### config.mk
export PLATFORM = sky130hd
export DESIGN_NAME = favc_div
export DESIGN_NICKNAME = d
export VERILOG_FILES = /design/src/sv/favc_pkg.sv /design/src/sv/favc_div.sv
export SDC_FILE = /design/constraint.sdc
export NUM_CORES = 1
export LEC_CHECK = 0
export BUFFER_PORTS_ARGS = -buffer_cell sky130_fd_sc_hd__buf_2
export CORE_UTILIZATION = 45
export DETAILED_ROUTE_END_ITERATION = 16
export GPL_TIMING_DRIVEN = 0
export PLACE_DENSITY = 0.71
export SYNTH_ARGS = -nofsm -noshare
export SYNTH_HDL_FRONTEND = slang
export SYNTH_SLANG_ARGS = --single-unit
export TNS_END_PERCENT = 5
### constraint.sdc
create_clock -name clk -period 1.98 [get_ports clk]
set_input_delay 0.297 -clock clk [delete_from_list [all_inputs] [get_ports clk]]
set_output_delay 0.297 -clock clk [all_outputs]
set_load 0.02 [all_outputs]
### src/sv/favc_pkg.sv
`timescale 1ns / 1ps
package favc_pkg;

	// default configuration of the filter and heading units
	localparam int FAVC_FRAC_BITS = 24;
	localparam int FAVC_ANGLE_ITERATIONS = 16;

	// filter coefficients at 32 fractional bits
	localparam logic [63:0] KF_AT32 = 64'd4033242751;
	localparam logic [63:0] KI_AT32 = 64'd130862272;

	// datapath widths
	localparam int FW = 40;        // filter state word, q16.16 in 40 bits
	localparam int SW = 41;        // channel sums and differences
	localparam int CW = 45;        // heading vector
	localparam int AW = 26;        // heading angle, 2^-16 degree units
	localparam int MAG_W = 25;     // magnitude operands below the huge limit
	localparam int NW = 52;        // sum of squares, padded to whole digit pairs
	localparam int RTW = 26;       // square root
	localparam int RMW = 28;       // square root remainder
	localparam int DIV_W = 38;     // divider dividend and quotient
	localparam int DVS_W = 8;      // divider divisor

	localparam logic signed [AW-1:0] ANG_90 = 26'sd5898240;
	localparam logic [13:0] SPEED_MAX = 14'd10000;

	// atan(2^-i) in 2^-16 degree units
	localparam logic [21:0] ATAN_TAB [32] = '{
		22'd2949120, 22'd1740967, 22'd919879, 22'd466945,
		22'd234379, 22'd117304, 22'd58666, 22'd29335,
		22'd14668, 22'd7334, 22'd3667, 22'd1833,
		22'd917, 22'd458, 22'd229, 22'd115,
		22'd57, 22'd29, 22'd14, 22'd7,
		22'd4, 22'd2, 22'd1, 22'd0,
		22'd0, 22'd0, 22'd0, 22'd0,
		22'd0, 22'd0, 22'd0, 22'd0
	};

	// register indexes
	localparam logic [2:0] REG_LEFT_OFFSET_A = 3'd0;
	localparam logic [2:0] REG_LEFT_OFFSET_B = 3'd1;
	localparam logic [2:0] REG_RIGHT_OFFSET_A = 3'd2;
	localparam logic [2:0] REG_RIGHT_OFFSET_B = 3'd3;
	localparam logic [2:0] REG_LINEAR_FULL_SCALE = 3'd4;
	localparam logic [2:0] REG_ANGULAR_FULL_SCALE = 3'd5;
	localparam logic [2:0] REG_DEAD_BAND_PERCENT = 3'd6;

	typedef enum logic [3:0] {
		ST_IDLE,
		ST_FILT,
		ST_FWAIT,
		ST_CINIT,
		ST_CORD,
		ST_SQX,
		ST_SQY,
		ST_SQRT,
		ST_DLIN,
		ST_DLWAIT,
		ST_DANG,
		ST_DAWAIT,
		ST_FIN
	} favc_state_t;

	// status of a serial arithmetic unit
	typedef struct packed {
		logic busy;
		logic done;
	} favc_unit_sts_t;

	// round a 32-fraction-bit coefficient down to frac bits
	function automatic logic [31:0] favc_coef(input logic [63:0] at32, input int frac);
		logic [63:0] v;
		int fd;
		fd = 32 - frac;
		v = at32 + ((64'd1 << fd) >> 1);
		return 32'(v >> fd);
	endfunction

endpackage

### src/sv/favc_div.sv
`timescale 1ns / 1ps
module favc_div import favc_pkg::*; (
	input  logic             clk,
	input  logic             arst_n,
	input  logic             start,
	input  logic [DIV_W-1:0] dividend,
	input  logic [DVS_W-1:0] divisor,
	output logic [DIV_W-1:0] quotient,
	output favc_unit_sts_t   sts
);

	localparam int CNTW = $clog2(DIV_W);

	logic [DIV_W-1:0] q_q;
	logic [DVS_W-1:0] rem_q;
	logic [DVS_W-1:0] dv_q;
	logic             busy_q;
	logic             done_q;
	logic [CNTW-1:0]  cnt_q;
	logic [DVS_W:0]   trial;
	logic             qbit;
	logic [DVS_W-1:0] rem_next;

	// restoring division, one quotient bit a cycle
	always_comb begin
		trial = {rem_q, q_q[DIV_W-1]};
		qbit = trial >= {1'b0, dv_q};
		rem_next = qbit ? DVS_W'(trial - {1'b0, dv_q}) : trial[DVS_W-1:0];
	end

	assign quotient = q_q;
	assign sts.busy = busy_q;
	assign sts.done = done_q;

	always_ff @(posedge clk or negedge arst_n) begin
		if (!arst_n) begin
			busy_q <= 1'b0;
			done_q <= 1'b0;
			cnt_q <= '0;
		end else begin
			done_q <= 1'b0;
			if (start) begin
				busy_q <= 1'b1;
				cnt_q <= '0;
			end else if (busy_q) begin
				cnt_q <= cnt_q + 1'b1;
				if (cnt_q == CNTW'(DIV_W - 1)) begin
					busy_q <= 1'b0;
					done_q <= 1'b1;
				end
			end
		end
	end

	always_ff @(posedge clk) begin
		if (start) begin
			q_q <= dividend;
			rem_q <= '0;
			dv_q <= divisor;
		end else if (busy_q) begin
			q_q <= {q_q[DIV_W-2:0], qbit};
			rem_q <= rem_next;
		end
	end

endmodule
==> impl_metrics.csv <==
group,metric,value,unit
worst_hold_path,hold-path-endpoint,"dv_q[7]",
clocking,clk_latency,340,ps
synth,synth_ff_type,"edfxtp_1",
synth,synth-seq-cells,62,
synth,synth-seq-area-share,57.83,%
worst_hold_path,min-delay-start,"divisor[7]",
run,max_cap_viol_count,0,
final_layout,layout-drive-gt1-share,50.00,%
worst_setup_path,path_max_fanout,3,
worst_setup_path,path_common_cell,"a311oi_1",
drt,drc_errors,0,
clocking,htreeDepth,3,
global_route,grt_pass1_vias,2259,
die,die_x,83.81,µm
worst_setup_path,r2r_cells,8,
drt,avgViaCountPerCell,5.294,
die,die_h,83.81,µm
die,rows,29,
synth,synth.top_cells.by_count,"46 x edfxtp_1, 37 x mux2_2, 20 x nor2_1",
synth,synth_edf_count,46,
die,dieArea,0.007023,mm²
final_layout,syn2layout_area_growth,29.79,%
synth,yosysMostFrequentCell,"edfxtp_1",
sta,fin_ws,-25.83,ps
sta,final-max-slew-violation-count,0,
synth,synth_nets,294,
synth,synth.top_cells.by_area,"edfxtp_1 46%, mux2_2 14%, dfrtp_1 6.6%",
final_layout,fin_util,60.86,%
worst_setup_path,reg2reg_to,"rem_q[6]",
worst_setup_path,cp.arrival,2260,ps
worst_setup_path,endpoint_kind,"flop",
synth,avgSynthCellArea,12.87,µm²
drt,ant_nets,0,
worst_setup_path,regToRegSetupSlack,-30,ps
die,core_area,0.006422,mm²
place,preCtsSetupSlack,-169.6,ps
drt,wl_per_cell,15.40,µm
worst_hold_path,hold_depth,1,
power_and_ir_drop,pwr_density_cell,1081,mW/mm²
final_layout,n_antenna_cell,0,
place,portBuffers,88,
global_route,grt_max_degree,39,
global_route,grt_first_pass_wirelength,10530,µm
synth,synth_top_area_share,45.87,%
worst_setup_path,max_stage_delay,360,ps
global_route,antenna_found_initial,0,
drt,drt_iter0_drc,155,
final_layout,final_cells,419,
clocking,cts.path.max_buffers,2,
worst_hold_path,min_path_type,"in2reg",
sta,finalHoldViolCount,0,
final_layout,layout.nets,397,
sta,fin_crit_sh,101.3,%
worst_setup_path,crit_buf_inv,1,
place,placed_cells,399,
worst_setup_path,slowest_stage,"edfxtp_1",
global_route,track_usage,19.50,%
worst_setup_path,critical_path.top_delay_family,"compound AO/OA/AOI/OAI gates",
die,ios,89,
drt,vias,2218,
worst_setup_path,cp_data_required_time,2240,ps
sta,tightest_slew,604.4,ps
power_and_ir_drop,p_leak,1.617,nW
place,hpwlAfterDp,4487,µm
final_layout,fillers,514,
worst_setup_path,path_class,"reg2reg",
clocking,cts_tree,"yes",
synth,ys_warn_count,0,
synth,synth_largest_area_cell,"edfxtp_1",
worst_setup_path,path_cells,"inv_1 > ha_2 > fa_2 > nand2b_4 > a2111oi_4 > a311oi_1 > a21o_1 > a311oi_1",
place,gp_congestion,0.7752,
drt,first_pass_iters,4,
sta,clock.fmax,498.5,MHz
worst_setup_path,cp-start-kind,"flop",
final_layout,final_area,0.003909,mm²
sta,period_minus_slack,2006,ps
sta,setup_viol,2,
sta,skew,5.896,ps
power_and_ir_drop,ir_drop,582.5,µV
worst_setup_path,cp.depth,8,
drt,routed_wl,6452,µm
clocking,clk_pin_slew,70,ps
sta,max-slew-margin-rel,59.71,%
clocking,cts_buffers,9,
global_route,overflow,0,
clocking,cts_sinks,62,
synth,postSynthCellCount,234,
run_status,status,"complete, but fails checks",
synth,synthArstFlopShare,12.90,%
worst_setup_path,r2r_start,"quotient[37]",
synth,synth_area,0.003012,mm²
sta,rsz0062_at_grt,"yes",
place,place_area,0.003567,mm²
run_status,violations,"negative setup slack",
clocking,cts_root_buffer,"clkbuf_8",
die,start_util,46.89,%
power_and_ir_drop,p_total,4.226,mW
synth,synth_cell_types,41,
[final cells by class]
cell class | count | area (µm²) | area share (%)
plain buffers | 10 | 45.04 | 1.152
clock buffers | 9 | 123.9 | 3.169
clock inverters | 7 | 73.82 | 1.889
inverters | 16 | 62.56 | 1.601
multi-input cells | 145 | 1285 | 32.87
flip-flops and latches | 62 | 1742 | 44.56
well taps | 77 | 96.34 | 2.465
repair buffers | 93 | 480.5 | 12.29
[routing by layer]
layer | global-route usage, % | up-vias | routed length, µm
li1 | - | 1078 | -
met1 | 24.40 | 1064 | 2910
met2 | 31.59 | 64 | 3070
met3 | 5.045 | 12 | 328
met4 | 9.248 | 0 | 142
met5 | 0 | - | 0
[sequential cells by signal, summed over array words and instances (netlist names)]
register  count
quotient     38
dv_q          8
rem_q         8
cnt_q         6
busy_q        1
done_q        1
[layout by cell type (no fill, tap or decap), types with 3 or more instances in the layout]
cell,instances
buf_2,88
edfxtp_1,46
mux2_2,37
nor2_1,18
inv_1,14
clkbuf_8,9
nand2_1,8
dfrtp_1,8
dfxtp_1,8
clkbuf_1,6
buf_4,6
o21ai_0,5
a311oi_1,5
nand3_1,5
ha_1,5
a21oi_1,4
nand2b_1,4
xor2_1,4
xnor2_1,4
ha_4,4
a21oi_2,3
a21o_1,3
[worst max path at each step]
stage / slack, ps / to / startpoint
after floorplan: -40 / rem_q[6] / quotient[37]
after global placement: -600 / quotient[31] / start
after detailed placement: -170 / quotient[27] / start
after CTS: -20 / rem_q[0] / dv_q[4]
after global routing: -130 / rem_q[6] / quotient[37]
final: -30 / rem_q[6] / quotient[37]
[cells by family after synthesis]
family          Yosys count  synth area share (%)
flops                    62                 57.83
buf+inv                  27                 3.615
mux                      37                 13.83
xor+xnor                  8                 2.326
fa+ha+maj                11                 4.819
compound gates           36                 8.932
simple gates             53                 8.641
[report_power, final]
group | total [mW] | internal [mW] | leakage (nW) | switching, mW
Sequential | 1.73 | 1.59 | 0.651 | 0.138
Combinational | 1.38 | 0.635 | 0.866 | 0.743
Clock | 1.12 | 0.585 | 0.0996 | 0.535
[per-stage QoR]
stage | TNS [ps] | hold WS, ps
after floorplan | -69.91 | 1.409
after detailed placement | -10160 | 149.3
after global routing | -405.0 | 114.3
after CTS | -56.50 | 120.0
final | -35.46 | 127.4
after global placement | -24730 | 149.5
[what timing repair did]
| action | in CTS | in global routing |
|---|---|---|
| pin swaps | 3 | 4 |
| buffers inserted | 3 | 1 |
| gates resized for setup | 9 | 10 |
| gates cloned | 0 | 0 |
| endpoints found under the hold margin | 8 | 0 |
| hold buffers | 1 | 0 |
| setup endpoints to repair | 46 | 9 |
Note: power is estimated with default switching activity, not from simulation.
