[config.mk]
export PLATFORM = sky130hd
export DESIGN_NAME = favc_mulk
export DESIGN_NICKNAME = d
export VERILOG_FILES = /design/src/sv/favc_pkg.sv /design/src/sv/favc_mulk.sv
export SDC_FILE = /design/constraint.sdc
export NUM_CORES = 1
export LEC_CHECK = 0
export BUFFER_PORTS_ARGS = -buffer_cell sky130_fd_sc_hd__buf_4
export CORE_MARGIN = 2
export CORE_UTILIZATION = 42
export DETAILED_ROUTE_END_ITERATION = 12
export PLACE_DENSITY = 0.67
export SLEW_MARGIN = 10
export SYNTH_ARGS = -nofsm -noshare
export SYNTH_HDL_FRONTEND = slang
export SYNTH_SLANG_ARGS = --single-unit
[constraint.sdc]
create_clock -name clk -period 3.38 [get_ports clk]
set_clock_uncertainty 0.1 [all_clocks]
set_input_delay 0.338 -clock clk [delete_from_list [all_inputs] [get_ports clk]]
set_output_delay 0.338 -clock clk [all_outputs]
set_load 0.1 [all_outputs]
[src/sv/favc_pkg.sv]
`timescale 1ns / 1ps
package favc_pkg;

	// default configuration of the filter and heading units
	localparam int FAVC_FRAC_BITS = 24;
	localparam int FAVC_ANGLE_ITERATIONS = 16;

	// filter coefficients at 32 fractional bits
	localparam logic [63:0] KF_AT32 = 64'd4033242751;
	localparam logic [63:0] KI_AT32 = 64'd130862272;

	// datapath widths
	localparam int FW = 40;        // filter state word, q16.16 in 40 bits
	localparam int SW = 41;        // channel sums and differences
	localparam int CW = 45;        // heading vector
	localparam int AW = 26;        // heading angle, 2^-16 degree units
	localparam int MAG_W = 25;     // magnitude operands below the huge limit
	localparam int NW = 52;        // sum of squares, padded to whole digit pairs
	localparam int RTW = 26;       // square root
	localparam int RMW = 28;       // square root remainder
	localparam int DIV_W = 38;     // divider dividend and quotient
	localparam int DVS_W = 8;      // divider divisor

	localparam logic signed [AW-1:0] ANG_90 = 26'sd5898240;
	localparam logic [13:0] SPEED_MAX = 14'd10000;

	// atan(2^-i) in 2^-16 degree units
	localparam logic [21:0] ATAN_TAB [32] = '{
		22'd2949120, 22'd1740967, 22'd919879, 22'd466945,
		22'd234379, 22'd117304, 22'd58666, 22'd29335,
		22'd14668, 22'd7334, 22'd3667, 22'd1833,
		22'd917, 22'd458, 22'd229, 22'd115,
		22'd57, 22'd29, 22'd14, 22'd7,
		22'd4, 22'd2, 22'd1, 22'd0,
		22'd0, 22'd0, 22'd0, 22'd0,
		22'd0, 22'd0, 22'd0, 22'd0
	};

	// register indexes
	localparam logic [2:0] REG_LEFT_OFFSET_A = 3'd0;
	localparam logic [2:0] REG_LEFT_OFFSET_B = 3'd1;
	localparam logic [2:0] REG_RIGHT_OFFSET_A = 3'd2;
	localparam logic [2:0] REG_RIGHT_OFFSET_B = 3'd3;
	localparam logic [2:0] REG_LINEAR_FULL_SCALE = 3'd4;
	localparam logic [2:0] REG_ANGULAR_FULL_SCALE = 3'd5;
	localparam logic [2:0] REG_DEAD_BAND_PERCENT = 3'd6;

	typedef enum logic [3:0] {
		ST_IDLE,
		ST_FILT,
		ST_FWAIT,
		ST_CINIT,
		ST_CORD,
		ST_SQX,
		ST_SQY,
		ST_SQRT,
		ST_DLIN,
		ST_DLWAIT,
		ST_DANG,
		ST_DAWAIT,
		ST_FIN
	} favc_state_t;

	// status of a serial arithmetic unit
	typedef struct packed {
		logic busy;
		logic done;
	} favc_unit_sts_t;

	// round a 32-fraction-bit coefficient down to frac bits
	function automatic logic [31:0] favc_coef(input logic [63:0] at32, input int frac);
		logic [63:0] v;
		int fd;
		fd = 32 - frac;
		v = at32 + ((64'd1 << fd) >> 1);
		return 32'(v >> fd);
	endfunction

endpackage

[src/sv/favc_mulk.sv]
`timescale 1ns / 1ps
module favc_mulk import favc_pkg::*; #(
	parameter int FRAC_BITS = FAVC_FRAC_BITS,
	parameter logic [FRAC_BITS-1:0] COEF = '0
) (
	input  logic                 clk,
	input  logic                 arst_n,
	input  logic                 start,
	input  logic signed [FW-1:0] a,
	output logic signed [FW:0]   r,
	output favc_unit_sts_t       sts
);

	localparam int PW = FW + FRAC_BITS;
	localparam int CNTW = (FRAC_BITS > 1) ? $clog2(FRAC_BITS) : 1;

	logic [PW-1:0]   p_q;
	logic [FW-1:0]   ua_q;
	logic            neg_q;
	logic            busy_q;
	logic            done_q;
	logic [CNTW-1:0] cnt_q;
	logic [FW:0]     sum;
	logic [FW:0]     mag;

	// one coefficient bit a cycle, lsb first
	always_comb begin
		sum = {1'b0, p_q[PW-1:FRAC_BITS]} + (p_q[0] ? {1'b0, ua_q} : '0);
		// round half away from zero on the magnitude
		mag = {1'b0, p_q[PW-1:FRAC_BITS]} + (FW+1)'(p_q[FRAC_BITS-1]);
	end

	assign r = neg_q ? -$signed(mag) : $signed(mag);
	assign sts.busy = busy_q;
	assign sts.done = done_q;

	always_ff @(posedge clk or negedge arst_n) begin
		if (!arst_n) begin
			busy_q <= 1'b0;
			done_q <= 1'b0;
			cnt_q <= '0;
		end else begin
			done_q <= 1'b0;
			if (start) begin
				busy_q <= 1'b1;
				cnt_q <= '0;
			end else if (busy_q) begin
				cnt_q <= cnt_q + 1'b1;
				if (cnt_q == CNTW'(FRAC_BITS - 1)) begin
					busy_q <= 1'b0;
					done_q <= 1'b1;
				end
			end
		end
	end

	always_ff @(posedge clk) begin
		if (start) begin
			p_q <= {{FW{1'b0}}, COEF};
			ua_q <= a[FW-1] ? FW'(-a) : FW'(a);
			neg_q <= a[FW-1];
		end else if (busy_q) begin
			p_q <= {sum, p_q[FRAC_BITS-1:1]};
		end
	end

endmodule

==> results.md, run 1 <==
* Reg2reg path depth at 13
* Initial antenna violation count at 0
* Fin crit period at 4.09 ns
* Starting Density at 42.6%
* DRC errors left at 0
* Vias/cell at 5.42
* Hold Vio Cnt, Final at 0
* Root buffer cell: clkbuf_16
* Hpwl dp at 19100 um
* Top_reg_cell synth: dfxtp_1
* Synthesized area per cell at 8.36 um2
* Fraction of layout cells with a size suffix above 1 at 34.1%
* Number of port buffers at 85
* DRT iter0 DRCs at 587
* WP data required at 2.94 ns
* Reg-to-reg slack, setup at 0.19 ns
* CP endpoint kind: output pin
* PD cells at 206 mW/mm2
* NumNets Final at 1465
* Sequential Area at 0.00272 mm2
* Critical path arrival at 3.65 ns
* Area taken by multi-input logic gates at 0.00728 mm2
* Util after Layout at 62.2%
* Fill cells at 1805
* Worst r2r src: ua_q[0]
* R2R Path End: p_q[57]
* Final setup fails at 28
* ANT nets after route at 0
* Gpl congestion at 0.888
* Total track usage at 20.5%
* Commonest cells after routing, fill and taps aside: buf_4, nor2_1, nand2_1
* Dpl ws at -0.515 ns
* Critical Path, Cell by Cell: ha_4 > buf_12 > a41oi_4 > a32oi_2 > a211oi_4 > o21ai_2 > or4_4 > or4_4 > o41ai_4 > xor2_4 > buf_12
* Fmax achieved at 244 MHz
* Row Count at 54
* CTS tree: done
* Outcome: finished with violations
* Cts bufs inserted at 9
* Global-route wire length before repair at 40600 um
* H-tree levels at 3
* Slew Limit Fails at 0
* CP max stage cell: or4_4
* Post-Synthesis Cells at 1109
* Mapped Area at 0.00928 mm2
* Ys Warns at 0
* Die area at 0.0233 mm2
* Vias in the first global route at 8327
* Clock latency on the worst-skew pair at 0.37 ns
* Max Cap Violations at 0
* Failing checks: setup timing
* Die width at 153 um
* Hold Path End: ua_q[0]
* CP Class: register to output pin
* Net Count, Synth at 1198
* Hold Startpoint: a[0]
* Vias at 9001
* Total Routed Length at 25300 um
* Sequential-to-total area share from yosys stat at 29.0%
* Cell variety after synth at 78
* Avg WL per Cell at 15.3 um
* Static Leak at 0.00594 uW
* Crit-path max FO at 7
* Fin crit share at 121%
* Delay of the slowest cell on the worst path at 0.56 ns
* Max transition margin at 48.2%
* # diodes at 0
* Hold Slack at 0.0819 ns
* Startpoint type of the worst setup path: register
* Commonest non-fill, non-tap cell in the layout: buf_4
* Largest net degree at the start of global routing at 65
* Final worst setup slack at -0.711 ns
* RSZ-0062 raised after global routing: yes
* Yosys reg bits at 112
* Chip height at 153 um
* Core area at 0.0218 mm2
* Post-route insts no fill at 1661
* Reg clk slew, reported paths at 0.09 ns
* Async set-reset flop share out of synthesis at 6.25%
* Slew @ Worst Pin at 0.777 ns
* Grt ovf at 0
* Hold path depth at 1
* Clk buf depth at 2
* Inst Count DP at 1621
* Hold Path Class: input pin to register
* Clock sinks at 112
* Peak VDD IR at 0.202 mV
* Number of synthesized flops with an enable pin at 41
* Area grow syn2layout at 46.0%
* IO Pins at 86
* Iteration count of the initial detailed-routing pass at 6
[flip-flops by register name, summed over array words and instances (netlist names)]
name,flops
busy_q,1
p_q,64
neg_q,1
ua_q,40
done_q,1
cnt_q,5
[layout make-up]
type,instances,share of cell area [%]
multi-input combinational,912,53.7
timing repair buffer,314,20.5
sequential,112,20.0
tap,280,2.59
clock buffer,9,1.66
inverter,27,0.748
clock inverter,7,0.693
[where the power goes]
part	leakage [uW]	switching, uW	internal [uW]
sequential	0.00101	20.2	1460
clock	0.000155	564	540
combinational	0.00477	110	89.1
[cells by family (layout without fill, tap and decap cells)]
group	count (synthesis)	count (layout)	synth area share (%)
and+or+nand+nor	433	433	24.3
muxes	43	43	4.64
AOI/OAI and AO/OA	249	249	18.5
xor gates and xnor gates	141	141	13.3
adders and majority gates	46	46	6.29
buffers and inverters	85	357	3.99
DFF	112	112	29.0
[how the worst max path moves through the flow]
stage,start,endpoint
2_1_floorplan,p_q[34],r[38]
3_3_place_gp,p_q[23],r[29]
3_5_place_dp,p_q[23],r[29]
4_1_cts,p_q[23],r[29]
5_1_grt,p_q[24],r[29]
6_report,p_q[24],r[29]
[cell usage after synthesis (all sizes together), types with 38 or more instances]
cell    count  share of area, %
mux2i      43               4.6
dfxtp      64                14
and2       50               3.4
nor2      101               4.1
xnor2     101               9.5
nand3      38               2.1
o21ai      54               2.9
edfxtp     41                13
ha         45               6.1
nand2      92               3.7
a21oi      47               2.5
xor2       40               3.8
[metal layers]
metal  global-route usage, %  wire (um)
met4                    4.63        302
met1                    30.5      12400
met3                    2.30       1330
met2                    31.9      11300
met5                       0          0
[worst max-delay path: cells and delay by family, from the launching register on]
kind                       cells  cell delay (ns)
AOI/OAI and AO/OA              5             1.13
xor gates and xnor gates       1             0.20
adders and majority gates      1             0.17
buffers and inverters          2             0.32
DFF                            1             0.37
and+or+nand+nor                2             1.09
[through the flow]
step | instance area, um2 | TNS (ns) | total power (uW)
finish | 13500 | -12.24 | 2780
global placement | 12300 | -5.00 | 1690
detailed placement | 12300 | -5.89 | 1700
CTS | 13100 | -12.67 | 2800
floorplan | 10000 | -10.18 | 1610
global route | 13500 | -15.96 | 2890
[repair_timing]
item	4_1_cts	5_1_grt
endpoints found under the hold margin	7	0
setup buffers	14	17
gates cloned	0	1
hold buffers	1	0
endpoints found under the setup margin	28	43
gates resized for setup	116	76
pin swaps	21	33
Power figures use the tool's default switching activity.
==> inputs of run 2 (changes only) <==
--- a/config.mk
+++ b/config.mk
@@ -9,7 +9,7 @@
 export CORE_MARGIN = 2
 export CORE_UTILIZATION = 42
 export DETAILED_ROUTE_END_ITERATION = 12
-export PLACE_DENSITY = 0.67
+export PLACE_DENSITY = 0.65
 export SLEW_MARGIN = 10
 export SYNTH_ARGS = -nofsm -noshare
 export SYNTH_HDL_FRONTEND = slang
==> constraint.sdc (replaced) <==
create_clock -name clk -period 4.2 [get_ports clk]
set_clock_uncertainty 0.1 [all_clocks]
set_input_delay 0.42 -clock clk [delete_from_list [all_inputs] [get_ports clk]]
set_output_delay 0.42 -clock clk [all_outputs]
set_load 0.01 [all_outputs]
==> run 2 against run 1 <==
Effect of this change: clock power fell by 23%; final area down 19%; the run now ends clean; via count shrank 7.7%; highest routed layer unchanged; register-to-register slack gained 0.49 ns.
==> results.md, run 2 (synthesized netlist as in run 1, its figures left out) <==
* Max reg flops at 64 (unchanged)
* Crit-path max FO at 8 (+1)
* Hold Startpoint: a[0]
* RSZ-0062 raised after global routing: yes
* Outcome: complete, no violations
* Clock latency on the worst-skew pair at 0.36 ns (about the same)
* Critical path arrival at 3.63 ns (-0.02 ns)
* Peak VDD IR at 0.172 mV (-15%)
* Sum Neg Setup Slack at 0 ns (+12.24 ns)
* Fmax achieved at 241 MHz
* Slew Limit Fails at 0 (unchanged)
* Dpl ws at 0.0955 ns (+0.611 ns)
* Gpl congestion at 0.904 (+1.8%)
* Fin crit period at 4.15 ns
* Reg-to-reg slack, setup at 0.68 ns (+0.49 ns)
* Commonest cells after routing, fill and taps aside: buf_4, xnor2_1, nor2_1
* Hold Slack at 0.171 ns (+0.0889 ns)
* Max transition margin at 35.1% (-13 points)
* Cts bufs inserted at 9 (unchanged)
* Root buffer cell: clkbuf_16
* Die width at 153 um (unchanged)
* Total track usage at 19.6% (-0.84 points)
* Final worst setup slack at 0.0478 ns (+0.758 ns)
* DRT iter0 DRCs at 616 (+4.9%)
* Reg2reg path depth at 12 (-1)
* Total Routed Length at 23100 um (-8.7%)
* Largest regs: p_q (64), ua_q (40), cnt_q (5)
* Vias in the first global route at 7468 (-10%)
* Slew @ Worst Pin at 0.974 ns (+0.197 ns)
* Number of port buffers at 85 (unchanged)
* PD cells at 199 mW/mm2 (-3.4%)
* DRC errors left at 0 (unchanged)
* IO Pins at 86 (unchanged)
* Reg clk slew, reported paths at 0.08 ns (about the same)
* Global-route wire length before repair at 38500 um (-5.0%)
* WP data required at 3.68 ns (+0.74 ns)
* Die area at 0.0233 mm2 (unchanged)
* Initial antenna violation count at 0 (unchanged)
* Iteration count of the initial detailed-routing pass at 5 (-1)
* Fin crit share at 98.9%
* CP Class: register to output pin
* Starting Density at 42.6% (unchanged)
* Largest register by flop count: p_q
* Placed inst area at 0.0104 mm2 (-16%)
* Grt ovf at 0 (unchanged)
* Chip height at 153 um (unchanged)
* ANT nets after route at 0 (unchanged)
* Commonest non-fill, non-tap cell in the layout: buf_4
* Hpwl dp at 17800 um (-6.6%)
* Delay of the slowest cell on the worst path at 0.57 ns (about the same)
* CTS tree: done
* Max Cap Violations at 0 (unchanged)
* Util after Layout at 50.6% (-12 points)
* Static Leak at 0.00469 uW (-21%)
* Hold path depth at 1 (unchanged)
* R2R Path End: p_q[57]
* H-tree levels at 3 (unchanged)
* NumNets Final at 1298 (-11%)
* Post-route cell area at 0.0110 mm2 (-19%)
* Clk buf depth at 2 (unchanged)
* Largest net degree at the start of global routing at 83 (+28%)
* Critical Path, Cell by Cell: ha_4 > nand4_1 > buf_4 > nor4_4 > xnor2_2 > a211o_1 > or4_4 > or4_4 > o31ai_4 > xor2_1 > buf_4
* Hold Path Class: input pin to register
* Hold Vio Cnt, Final at 0 (unchanged)
* Vias at 8310 (-7.7%)
* Worst r2r src: p_q[0]
* CP max stage cell: or4_4
* Core area at 0.0218 mm2 (unchanged)
* CP endpoint kind: output pin
* Vias/cell at 5.56 (+2.6%)
* Final setup fails at 0 (-100%)
* Avg WL per Cell at 15.5 um (+1.6%)
* # diodes at 0 (unchanged)
* Fraction of layout cells with a size suffix above 1 at 17.9% (-16 points)
* Row Count at 54 (unchanged)
* Clock sinks at 112 (unchanged)
* Startpoint type of the worst setup path: register
* Area grow syn2layout at 18.6%
* Hold Path End: ua_q[0]
[run 2: cell types whose count changed in the layout (fill, tap and decap cells not counted), sizes merged]
cell / change
inv: +1
clkinv: -1
buf: -167
[run 2: through the flow]
step	cells	power, uW
finish	1494	2180
global route	1494	2270
CTS	1488	2200
detailed placement	1464	1370
global placement	1464	1360
floorplan	1109	1290
[run 2: cell type report]
cell class,instances,area (um2)
clock inverters,7,63.8
fillers,2112,10800
inverters,27,101
repair buffers,147,1110
clock buffers,9,225
multi-input cells,912,6450
well taps,280,350
flip-flops and latches,112,2700
[run 2: worst max-delay path: cells and delay by family, from the launching register on]
family / cells / cell delay, ns
AND/OR/NAND/NOR: 4 / 1.60
adder cells (fa/ha/maj): 1 / 0.13
buffers and inverters: 2 / 0.34
XOR/XNOR: 2 / 0.29
flip-flops: 1 / 0.38
AO/OA/AOI/OAI: 2 / 0.52
[run 2: what timing repair did]
item,4_1_cts,5_1_grt
pin swaps,6,13
hold endpoints to repair,7,0
gates resized for setup,12,38
setup endpoints to repair,17,18
hold buffers,1,0
buffers inserted,7,6
[run 2: worst max-delay path by stage]
stage / cells after the start / start / slack (ns) / end
global placement: 10 / p_q[23] / 0.16 / r[38]
global route: 11 / p_q[23] / -0.08 / r[35]
finish: 11 / p_q[23] / 0.05 / r[35]
CTS: 11 / p_q[24] / -0.06 / r[35]
floorplan: 10 / p_q[32] / 0.36 / r[38]
detailed placement: 10 / p_q[23] / 0.1 / r[34]
[run 2: power breakdown]
group | switching (uW) | internal, uW | leakage [uW]
clock network | 427 | 416 | 0.000145
registers | 18.1 | 1180 | 0.00101
logic | 81.0 | 67.0 | 0.00354
[run 2: metal layers]
layer | wire length (um) | global-route usage [%] | up-vias
met5 | 0 | 0 | -
met4 | 382 | 5.20 | 0
met3 | 1390 | 1.76 | 26
met2 | 9210 | 27.8 | 234
met1 | 12200 | 31.5 | 3795
li1 | - | - | 4255
